## src/rtmc_pkg.sv

```systemverilog
`default_nettype none

package rtmc_pkg;

    // Route store geometry.
    localparam int ROUTE_DEPTH = 64;
    localparam int ADDR_W      = $clog2(ROUTE_DEPTH);
    localparam int CNT_W       = ADDR_W + 1;

    // Code and configuration widths.
    localparam int CODE_W  = 10;
    localparam int CFG_IDX_W = 2;

    // Turn codes and their merged large-turn forms.
    localparam logic [CODE_W-1:0] TURN_RIGHT     = 10'd300;
    localparam logic [CODE_W-1:0] TURN_LEFT      = 10'd400;
    localparam logic [CODE_W-1:0] BIG_RIGHT_ONE  = 10'd501;
    localparam logic [CODE_W-1:0] BIG_RIGHT_TWO  = 10'd502;
    localparam logic [CODE_W-1:0] BIG_LEFT_ONE   = 10'd601;
    localparam logic [CODE_W-1:0] BIG_LEFT_TWO   = 10'd602;
    localparam logic [CODE_W-1:0] CODE_NONE      = 10'd0;

    // Configuration reset values.
    localparam logic [CODE_W-1:0] STRAIGHT_RESET = 10'd200;
    localparam logic [CODE_W-1:0] BOUND_RESET    = 10'd300;

    // Configuration register indexes.
    typedef enum logic [CFG_IDX_W-1:0] {
        CFG_STRAIGHT = 2'd0,
        CFG_BOUND    = 2'd1
    } t_cfg_idx;

    // Control states.
    typedef enum logic [2:0] {
        S_LOAD,
        S_FETCH,
        S_STEP,
        S_EMIT_RD,
        S_EMIT_CHK,
        S_SINGLE
    } t_state;

    // One input transaction.
    typedef struct packed {
        logic [CODE_W-1:0] move_code;
        logic              final_item;
    } t_in_item;

    // One result transaction.
    typedef struct packed {
        logic [CODE_W-1:0] out_code;
        logic              last_out;
        logic              route_empty;
        logic              route_overflow;
    } t_out_item;

endpackage

`default_nettype wire

```

## src/route_turn_merge_compactor.sv

```systemverilog
// Loads one code per cycle; the input stalls from the ending transaction until the last
// result of that route sits in the output register.
// Each walk position runs one fetch state per code consumed, one more to land the last read,
// and then a step state; emission reads and then checks each merged entry.
// Synchronous active-low reset clears control state and sets straight_code 200, turn_bound 300.
// Both stores are left unwritten by reset.
`default_nettype none

module route_turn_merge_compactor
    import rtmc_pkg::*;
(
    input  wire logic                  i_clk,
    input  wire logic                  i_rst_n,
    input  wire logic                  i_in_valid,
    output logic                       o_in_stall,
    input  wire t_in_item              i_in_data,
    output logic                       o_out_valid,
    input  wire logic                  i_out_stall,
    output t_out_item                  o_out_data,
    input  wire logic                  i_cfg_valid,
    output logic                       o_cfg_ready,
    input  wire logic [CFG_IDX_W-1:0]  i_cfg_index,
    input  wire logic [CODE_W-1:0]     i_cfg_data
);

    // Straight test against the configured window.
    function automatic logic straight_f(input logic [CODE_W-1:0] c,
                                        input logic [CODE_W-1:0] lo,
                                        input logic [CODE_W-1:0] hi);
        return (c > lo) && (c < hi);
    endfunction

    t_state r_state, n_state;

    logic [CODE_W-1:0] r_route_mem  [ROUTE_DEPTH];
    logic [CODE_W-1:0] r_merged_mem [ROUTE_DEPTH];

    logic [CODE_W-1:0] r_straight, r_bound;
    logic [CNT_W-1:0]  r_count, n_count, r_len, n_len;
    logic [CNT_W-1:0]  r_i, n_i, r_j, n_j, r_fa, n_fa, r_k, n_k, r_last, n_last;
    logic [1:0]        r_need, n_need, r_slot, n_slot;
    logic              r_pend, n_pend, r_any, n_any, r_ovf, n_ovf;
    logic              r_out_valid, n_out_valid;
    logic [CODE_W-1:0] r_win [3];
    logic [CODE_W-1:0] n_win [3];
    logic [CODE_W-1:0] r_prev, n_prev, r_mlast, n_mlast;
    logic [CODE_W-1:0] r_rdata, r_mdata;
    t_out_item         r_out, n_out;

    logic              w_rt_we, w_mg_we;
    logic [ADDR_W-1:0] w_rt_waddr, w_mg_waddr;
    logic [CODE_W-1:0] w_rt_wdata, w_mg_wdata;

    logic              w_in_acc, w_store, w_finish, w_out_free;
    logic [CNT_W-1:0]  w_len_now, w_span_end;
    logic              w_turn, w_pair, w_merge, w_walk_end, w_any_final;
    logic [CODE_W-1:0] w_after, w_new_code, w_commit;

    // Handshake outputs.
    assign o_in_stall  = (r_state != S_LOAD);
    assign o_cfg_ready = 1'b1;
    assign o_out_valid = r_out_valid;
    assign o_out_data  = r_out;

    // Load-side decisions.
    assign w_in_acc   = i_in_valid && !o_in_stall;
    assign w_store    = (i_in_data.move_code != CODE_NONE) && (r_count < CNT_W'(ROUTE_DEPTH));
    assign w_finish   = (i_in_data.move_code == CODE_NONE) || i_in_data.final_item;
    assign w_len_now  = w_store ? (r_count + CNT_W'(1)) : r_count;
    assign w_out_free = !r_out_valid || !i_out_stall;

    // Walk-step decisions over the window at positions i, i+1, i+2.
    assign w_turn     = (r_win[0] == TURN_RIGHT) || (r_win[0] == TURN_LEFT);
    assign w_pair     = w_turn && ((r_i + CNT_W'(1)) < r_len) && (r_win[1] == r_win[0]);
    assign w_after    = w_pair ? r_win[2] : r_win[1];
    assign w_span_end = r_i + (w_pair ? CNT_W'(2) : CNT_W'(1));
    assign w_merge    = w_turn && (r_i != '0) && (r_j != '0) && (w_span_end < r_len)
                        && straight_f(r_prev, r_straight, r_bound)
                        && straight_f(w_after, r_straight, r_bound);
    assign w_new_code = (r_win[0] == TURN_RIGHT) ? (w_pair ? BIG_RIGHT_TWO : BIG_RIGHT_ONE)
                                                 : (w_pair ? BIG_LEFT_TWO : BIG_LEFT_ONE);
    assign w_commit    = w_merge ? (r_mlast - CODE_W'(1)) : r_mlast;
    assign w_walk_end  = (r_i >= r_len);
    assign w_any_final = r_any || ((r_j != '0) && (r_mlast != r_straight));

    // Configuration registers.
    always_ff @(posedge i_clk) begin
        if (!i_rst_n) begin
            r_straight <= STRAIGHT_RESET;
            r_bound    <= BOUND_RESET;
        end else if (i_cfg_valid && o_cfg_ready) begin
            unique case (i_cfg_index)
                CFG_STRAIGHT: r_straight <= i_cfg_data;
                CFG_BOUND:    r_bound    <= i_cfg_data;
                default:      ;
            endcase
        end
    end

    // Next state.
    always_comb begin
        n_state = r_state;
        unique case (r_state)
            S_LOAD: begin
                if (w_in_acc && w_finish) begin
                    n_state = (w_len_now == CNT_W'(ROUTE_DEPTH)) ? S_SINGLE : S_FETCH;
                end
            end
            S_FETCH: begin
                if (r_need == 2'd0) begin
                    n_state = S_STEP;
                end
            end
            S_STEP: begin
                if (w_walk_end) begin
                    n_state = w_any_final ? S_EMIT_RD : S_SINGLE;
                end else begin
                    n_state = S_FETCH;
                end
            end
            S_EMIT_RD: n_state = S_EMIT_CHK;
            S_EMIT_CHK: begin
                if (r_mdata == r_straight) begin
                    n_state = S_EMIT_RD;
                end else if (w_out_free) begin
                    n_state = (r_k == r_last) ? S_LOAD : S_EMIT_RD;
                end
            end
            S_SINGLE: begin
                if (w_out_free) begin
                    n_state = S_LOAD;
                end
            end
            default: n_state = S_LOAD;
        endcase
    end

    // Datapath and memory controls per state.
    always_comb begin
        n_count     = r_count;
        n_len       = r_len;
        n_i         = r_i;
        n_j         = r_j;
        n_fa        = r_fa;
        n_k         = r_k;
        n_last      = r_last;
        n_need      = r_need;
        n_slot      = r_slot;
        n_pend      = r_pend;
        n_any       = r_any;
        n_ovf       = r_ovf;
        n_win       = r_win;
        n_prev      = r_prev;
        n_mlast     = r_mlast;
        n_out       = r_out;
        n_out_valid = r_out_valid && i_out_stall;
        w_rt_we     = 1'b0;
        w_rt_waddr  = r_count[ADDR_W-1:0];
        w_rt_wdata  = i_in_data.move_code;
        w_mg_we     = 1'b0;
        w_mg_waddr  = r_j[ADDR_W-1:0] - ADDR_W'(1);
        w_mg_wdata  = w_commit;

        unique case (r_state)
            S_LOAD: begin
                if (w_in_acc) begin
                    if (w_store) begin
                        w_rt_we = 1'b1;
                        n_count = w_len_now;
                    end
                    if (w_finish) begin
                        n_count = '0;
                        n_len   = w_len_now;
                        n_i     = '0;
                        n_j     = '0;
                        n_fa    = '0;
                        n_need  = 2'd3;
                        n_slot  = 2'd0;
                        n_pend  = 1'b0;
                        n_any   = 1'b0;
                        n_ovf   = (w_len_now == CNT_W'(ROUTE_DEPTH));
                    end
                end
            end
            S_FETCH: begin
                // Land the previous read, issue the next one.
                if (r_pend) begin
                    for (int s = 0; s < 3; s++) begin
                        if (r_slot == 2'(s)) begin
                            n_win[s] = r_rdata;
                        end
                    end
                    n_slot = r_slot + 2'd1;
                end
                if (r_need != 2'd0) begin
                    n_pend = 1'b1;
                    n_fa   = r_fa + CNT_W'(1);
                    n_need = r_need - 2'd1;
                end else begin
                    n_pend = 1'b0;
                end
            end
            S_STEP: begin
                if (w_walk_end) begin
                    // Flush the held merged entry and settle the last kept index.
                    if (r_j != '0) begin
                        w_mg_we    = 1'b1;
                        w_mg_wdata = r_mlast;
                        if (r_mlast != r_straight) begin
                            n_last = r_j - CNT_W'(1);
                        end
                    end
                    n_any = w_any_final;
                    n_k   = '0;
                end else begin
                    // Commit the previous merged entry, which is now final.
                    if (r_j != '0) begin
                        w_mg_we = 1'b1;
                        if (w_commit != r_straight) begin
                            n_any  = 1'b1;
                            n_last = r_j - CNT_W'(1);
                        end
                    end
                    n_prev = r_win[0];
                    n_j    = r_j + CNT_W'(1);
                    if (w_merge) begin
                        n_mlast = w_new_code;
                        n_i     = w_span_end;
                        if (w_pair) begin
                            n_win[0] = r_win[2] - CODE_W'(1);
                            n_need   = 2'd2;
                            n_slot   = 2'd1;
                        end else begin
                            n_win[0] = r_win[1] - CODE_W'(1);
                            n_win[1] = r_win[2];
                            n_need   = 2'd1;
                            n_slot   = 2'd2;
                        end
                    end else begin
                        n_mlast  = r_win[0];
                        n_i      = r_i + CNT_W'(1);
                        n_win[0] = r_win[1];
                        n_win[1] = r_win[2];
                        n_need   = 2'd1;
                        n_slot   = 2'd2;
                    end
                end
            end
            S_EMIT_RD: ;
            S_EMIT_CHK: begin
                // Drop entries that fell to a bare straight.
                if (r_mdata == r_straight) begin
                    n_k = r_k + CNT_W'(1);
                end else if (w_out_free) begin
                    n_out.out_code       = r_mdata;
                    n_out.last_out       = (r_k == r_last);
                    n_out.route_empty    = 1'b0;
                    n_out.route_overflow = 1'b0;
                    n_out_valid          = 1'b1;
                    n_k                  = r_k + CNT_W'(1);
                end
            end
            S_SINGLE: begin
                if (w_out_free) begin
                    n_out.out_code       = CODE_NONE;
                    n_out.last_out       = 1'b1;
                    n_out.route_empty    = !r_ovf;
                    n_out.route_overflow = r_ovf;
                    n_out_valid          = 1'b1;
                end
            end
            default: ;
        endcase
    end

    // Control registers.
    always_ff @(posedge i_clk) begin
        if (!i_rst_n) begin
            r_state     <= S_LOAD;
            r_count     <= '0;
            r_len       <= '0;
            r_i         <= '0;
            r_j         <= '0;
            r_fa        <= '0;
            r_k         <= '0;
            r_last      <= '0;
            r_need      <= '0;
            r_slot      <= '0;
            r_pend      <= 1'b0;
            r_any       <= 1'b0;
            r_ovf       <= 1'b0;
            r_out_valid <= 1'b0;
        end else begin
            r_state     <= n_state;
            r_count     <= n_count;
            r_len       <= n_len;
            r_i         <= n_i;
            r_j         <= n_j;
            r_fa        <= n_fa;
            r_k         <= n_k;
            r_last      <= n_last;
            r_need      <= n_need;
            r_slot      <= n_slot;
            r_pend      <= n_pend;
            r_any       <= n_any;
            r_ovf       <= n_ovf;
            r_out_valid <= n_out_valid;
        end
    end

    // Payload registers.
    always_ff @(posedge i_clk) begin
        r_win   <= n_win;
        r_prev  <= n_prev;
        r_mlast <= n_mlast;
        r_out   <= n_out;
    end

    // Route store: written while loading, read sequentially during the walk.
    always_ff @(posedge i_clk) begin
        if (w_rt_we) begin
            r_route_mem[w_rt_waddr] <= w_rt_wdata;
        end
        r_rdata <= r_route_mem[r_fa[ADDR_W-1:0]];
    end

    // Merged store: written during the walk, read sequentially during emission.
    always_ff @(posedge i_clk) begin
        if (w_mg_we) begin
            r_merged_mem[w_mg_waddr] <= w_mg_wdata;
        end
        r_mdata <= r_merged_mem[r_k[ADDR_W-1:0]];
    end

endmodule

`default_nettype wire
```

## config.mk

```make
export PLATFORM = sky130hd
export DESIGN_NAME = route_turn_merge_compactor
export DESIGN_NICKNAME = d
export VERILOG_FILES = /design/src/rtmc_pkg.sv /design/src/route_turn_merge_compactor.sv
export SDC_FILE = /design/constraint.sdc
export NUM_CORES = 2
export LEC_CHECK = 0
export BUFFER_PORTS_ARGS = -buffer_cell sky130_fd_sc_hd__clkbuf_2
export CAP_MARGIN = 20
export CORE_MARGIN = 1.5
export CORE_UTILIZATION = 60
export CTS_CLUSTER_SIZE = 10
export DETAILED_ROUTE_END_ITERATION = 8
export GPL_ROUTABILITY_DRIVEN = 1
export PLACE_DENSITY = 0.78
export SLEW_MARGIN = 0
export SYNTH_ARGS = -nofsm -noshare
export SYNTH_HDL_FRONTEND = slang
export SYNTH_SLANG_ARGS = --single-unit
```

## constraint.sdc

```tcl
create_clock -name i_clk -period 10.9 [get_ports i_clk]
set_input_delay 1.09 -clock i_clk [delete_from_list [all_inputs] [get_ports i_clk]]
set_output_delay 1.09 -clock i_clk [all_outputs]
set_load 0.05 [all_outputs]
```

# Word level (Yosys, flattened, before mapping)
# Memory sizes are Yosys's and may differ from the RTL's. A register that Yosys moved wholly into a read port is not among the register bits.
# Cells that the tools add are included.
# op_classes
eq_ne,34
n_reduce_logical,58
n_bitwise,1
n_addsub,13
muxes,88
n_lt_le_gt_ge,8
# op_table
op,n
$mux 10,12
$mux 7,17
$pmux 7 s2,4
$mux 20,2
$pmux 20 s2,1
$mux 13,3
$add 7x1->7 const B,5
$mux 2,16
$mux 30,1
$sub 10x1->10 const B,3
$ne 2x2->1 const B,13
$pmux 13 s2,1
$mux 3,8
$reduce_and 4->1,6
$eq 10x10->1,2
$eq 10x9->1 const B,2
$gt 10x10->1,2
$lt 10x10->1,2
$ne 10x10->1,2
$reduce_and 5->1,4
$pmux 3 s6,1
$mux 1,17
$reduce_bool 2->1,8
$reduce_and 3->1,5
other kinds (30),65
# word_totals
elab_cells,229
memories,2
ramBits,1280
ff_bits,143
out_inout_bits,16
input_bits,28
# memory_table
memory,words,width,rd,rd_ports_with_merged_regs,write_ports,line_no,rtl
r_merged_mem,64,10,1,1,1,route_turn_merge_compactor.sv:36,logic [CODE_W-1:0] r_merged_mem [ROUTE_DEPTH];
r_route_mem,64,10,1,1,1,route_turn_merge_compactor.sv:35,logic [CODE_W-1:0] r_route_mem [ROUTE_DEPTH];

# Longest topological paths before layout
# depth
word_depth,16
depth_mapped,28
ltp_nobuf,25

# Worst setup path before layout
# Ideal clock, no wire load.
# synth_timing
path_kind,register to register
startpoint,register r_i[3]
endpoint,"memory r_merged_mem[0][1], data pin"
arrival_ps,7069
synth_period_minus_slack_ps,7771
path_stages_with_launch,27
t_required_ps,10198
setup_slack_ps,3129
path_buffers,3
setup_ps,702
cell_sequence,dfxtp_1 > buf_4 > and3_2 > nand3_1 > xnor2_1 > ha_1 > a21oi_1 > nand4_1 > a41oi_1 > o2111a_2 > buf_2 > inv_1 > ha_1 > inv_1 > fa_1 > nor2_1 > xor2_1 > ha_1 > a21o_1 > a32oi_1 > o211ai_1 > a211o_1 > nor4_1 > nand2_1 > a21o_1 > clkbuf_1 > o21ai_0
# synth_via
elab_chain_cells,14
word_cells_on_any_way,22
classes_between,2 x add/sub; 5 x order compare; 6 x mux; 9 x reduce/logical
# synth_lines
element,line_no,rtl
"start, declared",route_turn_merge_compactor.sv:40,"logic [CNT_W-1:0] r_i, n_i, r_j, n_j, r_fa, n_fa, r_k, n_k, r_last, n_last;"
"start signal, assigned",route_turn_merge_compactor.sv:297,r_i <= n_i;
$add 7x1->7,route_turn_merge_compactor.sv:74,assign w_pair = w_turn && ((r_i + CNT_W'(1)) < r_len) && (r_win[1] == r_win[0]);
$lt 7x7->1,route_turn_merge_compactor.sv:74,
$logic_and 1x1->1 (2 in series),route_turn_merge_compactor.sv:74,
$mux 2,route_turn_merge_compactor.sv:76,assign w_span_end = r_i + (w_pair ? CNT_W'(2) : CNT_W'(1));
$add 7x2->7,route_turn_merge_compactor.sv:76,
$lt 7x7->1,route_turn_merge_compactor.sv:77,assign w_merge = w_turn && (r_i != '0) && (r_j != '0) && (w_span_end < r_len)
$logic_and 1x1->1,route_turn_merge_compactor.sv:77,
$logic_and 1x1->1,route_turn_merge_compactor.sv:78,"&& straight_f(r_prev, r_straight, r_bound)"
$logic_and 1x1->1,route_turn_merge_compactor.sv:79,"&& straight_f(w_after, r_straight, r_bound);"
$mux 10,route_turn_merge_compactor.sv:82,assign w_commit = w_merge ? (r_mlast - CODE_W'(1)) : r_mlast;
$mux 10,route_turn_merge_compactor.sv:206,if (r_j != '0) begin
$mux 10,route_turn_merge_compactor.sv:204,if (w_walk_end) begin
$mux 10 (*),route_turn_merge_compactor.sv:164,unique case (r_state)
named net w_mg_wdata[1],route_turn_merge_compactor.sv:52,"logic [CODE_W-1:0] w_rt_wdata, w_mg_wdata;"
"end, declared",route_turn_merge_compactor.sv:36,
# Mark *: on every way through the listed nets, which the timed path passes. The rest lies on a longest branch.

# Worst setup path in the final report
# layout_timing
startpoint,register r_i[2]
endpoint,"memory r_merged_mem[12][5], data pin"
# The elaborated chain is that of the path after synthesis.

==> summary.md <==
| Metric | Value |
|---|---|
| Run status | finished, final reports clean |
| Final setup vio count | 0 |
| Detailed Routing Iterations Pass 1 | 6 |
| Simple-gate area share of the yosys netlist | 4.26% |
| Clock sinks | 1442 |
| CTS Buf Count | 163 |
| Max Buffers Root-to-Sink | 3 |
| Distinct cell type count after synthesis | 79 |
| Synth Cell Area | 58500 sq um |
| Final TNS setup | 0 ns |
| Mux contribution to synthesized area | 16.4% |
| Syn Nets | 3094 |
| Post-synthesis cell count | 2992 |
| Worst vdd rail ir drop | 0.175 mV |
| Design Area, Final | 65200 sq um |
| CP max stage delay | 0.68 ns |
| Initial antenna violation count | 6 |
| Post-synth ARST share | 0% |
| Syn Area/Cell | 19.5 sq um |
| Avg WL per Cell | 32.9 um |
| F_max | 136 MHz |
| Routed Antenna Nets | 0 |
| Main combinational cell family by area after synthesis | multiplexers |
| Minimum clock period | 7.36 ns |
| PD cells | 194 nW/um^2 |
| Post_cts resized | 0 |
| Clock Latency Late Sink | 0.78 ns |
| Adder-cell area share of the yosys netlist | 1.60% |
| # DRC | 0 |
| Worst R2R Path Depth | 25 |
| Initial core utilization | 60.5% |
| Most common cell after layout, fill and taps aside | edfxtp_1 |
| Worst-Margin Slew | 1.12 ns |
| Vias | 31100 |
| Post-synthesis compound-gate area fraction | 2.60% |
| Main synth FF type | edfxtp_1 |
| Critical path buffers and inverters | 3 |
| Largest net degree at the start of global routing | 70 |
| CP arrival | 7.83 ns |
| CP max-delay cell | nor4_1 |
| Most frequent cells in the layout | edfxtp_1 (1343), mux4_2 (420), nor2_1 (208), clkbuf_16 (163), nand2_1 (130) |
| Layout cells sized above 1 | 24.3% |
| Crit end category | flop |
| #FFs+latches synth | 1442 |
| RSZ-0062 raised after global routing | no |
| Filler instances | 5621 |
| Count of final hold-check violations | 0 |
| Die height | 315 um |
| Register area | 42300 sq um |
| Hold path depth | 0 |
| Max-Cap Viols | 0 |
| Sequential-to-total area share from yosys stat | 72.4% |
| Die area | 99300 sq um |
| Input/output buffers | 42 |
| EDFF count, synth | 1343 |
| GPL Wtd Cong | 0.879 |
| Clock slew at reported path FFs | 0.06 ns |
| CP Class | reg2reg |
| I/O pin total | 44 |
| Most used cell, CP | ha_1 |
| Worst Path Max Fanout | 64 |
| Fin nets | 3244 |
| GRT overflow | 0 |
| Post-CTS Repair Setup Buffers | 0 |
| First-pass GRT wire length | 214000 um |
| CP Depth | 25 |
| Area of the multi-input gates | 15500 sq um |
| Worst EP required | 11.37 ns |
| Clock Root Buffer | clkbuf_16 |
| # rows | 114 |
| Clock skew | 0.0530 ns |
| Starting DRT DRC Count | 4685 |
| Vias in the first global route | 31400 |
| CTS tree | done |
| Synth Area in XOR/XNOR | 1.33% |
| Startpoint Class | flop |
| Family with the most delay on the worst path | compound AO/OA/AOI/OAI gates |
| Placeable core area | 96600 sq um |
| Period utilization | 67.5% |
| Leakage power figure | 20.5 nW |
| Area after DPL | 60500 sq um |
| Die Width | 315 um |
| Area delta synth->final | 11.6% |
| Drt total wl | 147000 um |
| Post-DP HPWL | 81700 um |
| Final Slew Violations | 0 |
| H-Tree Level Count | 4 |
| Via-per-instance ratio | 6.95 |
| Hold Buf Count CTS | 0 |
| Slew margin rel. | 25.4% |
| Tot GR Track Use | 30.1% |
| Worst min path class | reg2reg |
| Synth warn | 0 |
[layout make-up]
type,count,area share (%)
diodes,1,0.00384
clock buffers,198,6.45
clock inverters,19,0.554
inverters,58,0.334
multi-input cells,1340,23.7
flip-flops and latches,1442,64.9
well taps,1276,2.45
repair buffers,137,1.57
[worst paths after layout]
path / from / end / slack, ns
worst max-delay path: r_i[2]$_SDFFE_PN0P_ / r_merged_mem[12][5]$_DFFE_PP_ / 3.54
worst min-delay path: r_rdata[8]$_DFF_P_ / r_win[8]$_DFFE_PP_ / 0.44
worst max register to register: r_i[2]$_SDFFE_PN0P_ / r_merged_mem[12][5]$_DFFE_PP_ / 3.54
worst min register to register: r_rdata[8]$_DFF_P_ / r_win[8]$_DFFE_PP_ / 0.44
[report_power, final]
group          leakage (nW)  switching, mW  internal [mW]
registers              12.9          0.113           6.14
logic                  5.38          0.831          0.680
clock network          2.21           2.15           2.74
[registers in the layout, indices dropped and copies added (netlist names), 6 cells and up]
signal,count
o_out_data,13
r_bound,10
r_count,7
r_fa,6
r_i,7
r_j,7
r_k,7
r_last,7
r_len,7
r_mdata,10
r_merged_mem,640
r_mlast,10
r_prev,10
r_rdata,10
r_route_mem,640
r_straight,10
r_win,30
[metrics by stage]
stage	worst slack [ns]	power (mW)	util (%)	hold WS, ns	cells
finish	3.54	12.7	67.6	0.443	4471
floorplan	3.13	7.34	-	0.408	2992
global placement	3.72	7.78	62.5	0.425	4219
global route	2.88	13.0	67.6	0.453	4470
detailed placement	3.66	7.82	62.6	0.430	4236
CTS	3.55	12.7	67.4	0.447	4453
[logic make-up after synthesis]
family | count (synthesis)
adder cells (fa/ha/maj) | 74
AO/OA/AOI/OAI | 214
XOR/XNOR | 89
AND/OR/NAND/NOR | 528
buffers and inverters | 210
multiplexers | 434
other | 1
flip-flops | 1442
[Yosys cell counts, types with 40 or more instances]
| cell | n | area share [%] |
|---|---|---|
| nand2_1 | 130 | 0.83 |
| inv_1 | 58 | 0.37 |
| mux4_2 | 420 | 16 |
| a21oi_1 | 43 | 0.37 |
| ha_1 | 73 | 1.6 |
| xor2_1 | 41 | 0.61 |
| xnor2_1 | 48 | 0.72 |
| edfxtp_1 | 1343 | 69 |
| dfxtp_1 | 99 | 3.4 |
| nor2_1 | 208 | 1.3 |
| clkbuf_1 | 99 | 0.64 |
| o21ai_0 | 40 | 0.34 |
[per-layer routing]
metal	global-route usage, %	routed length, um
met1	41.5	53600
met2	47.8	71700
met3	6.91	16000
met4	11.1	5690
met5	0	43
[worst register-to-register path: cells and delay by family, from the launching register on]
kind,cells,cell delay (ns)
buffers and inverters,3,0.78
adders and majority gates,4,1.03
xor gates and xnor gates,3,0.55
DFF,1,0.56
and+or+nand+nor,7,1.99
AOI/OAI and AO/OA,8,2.10
Power figures use the tool's default switching activity.
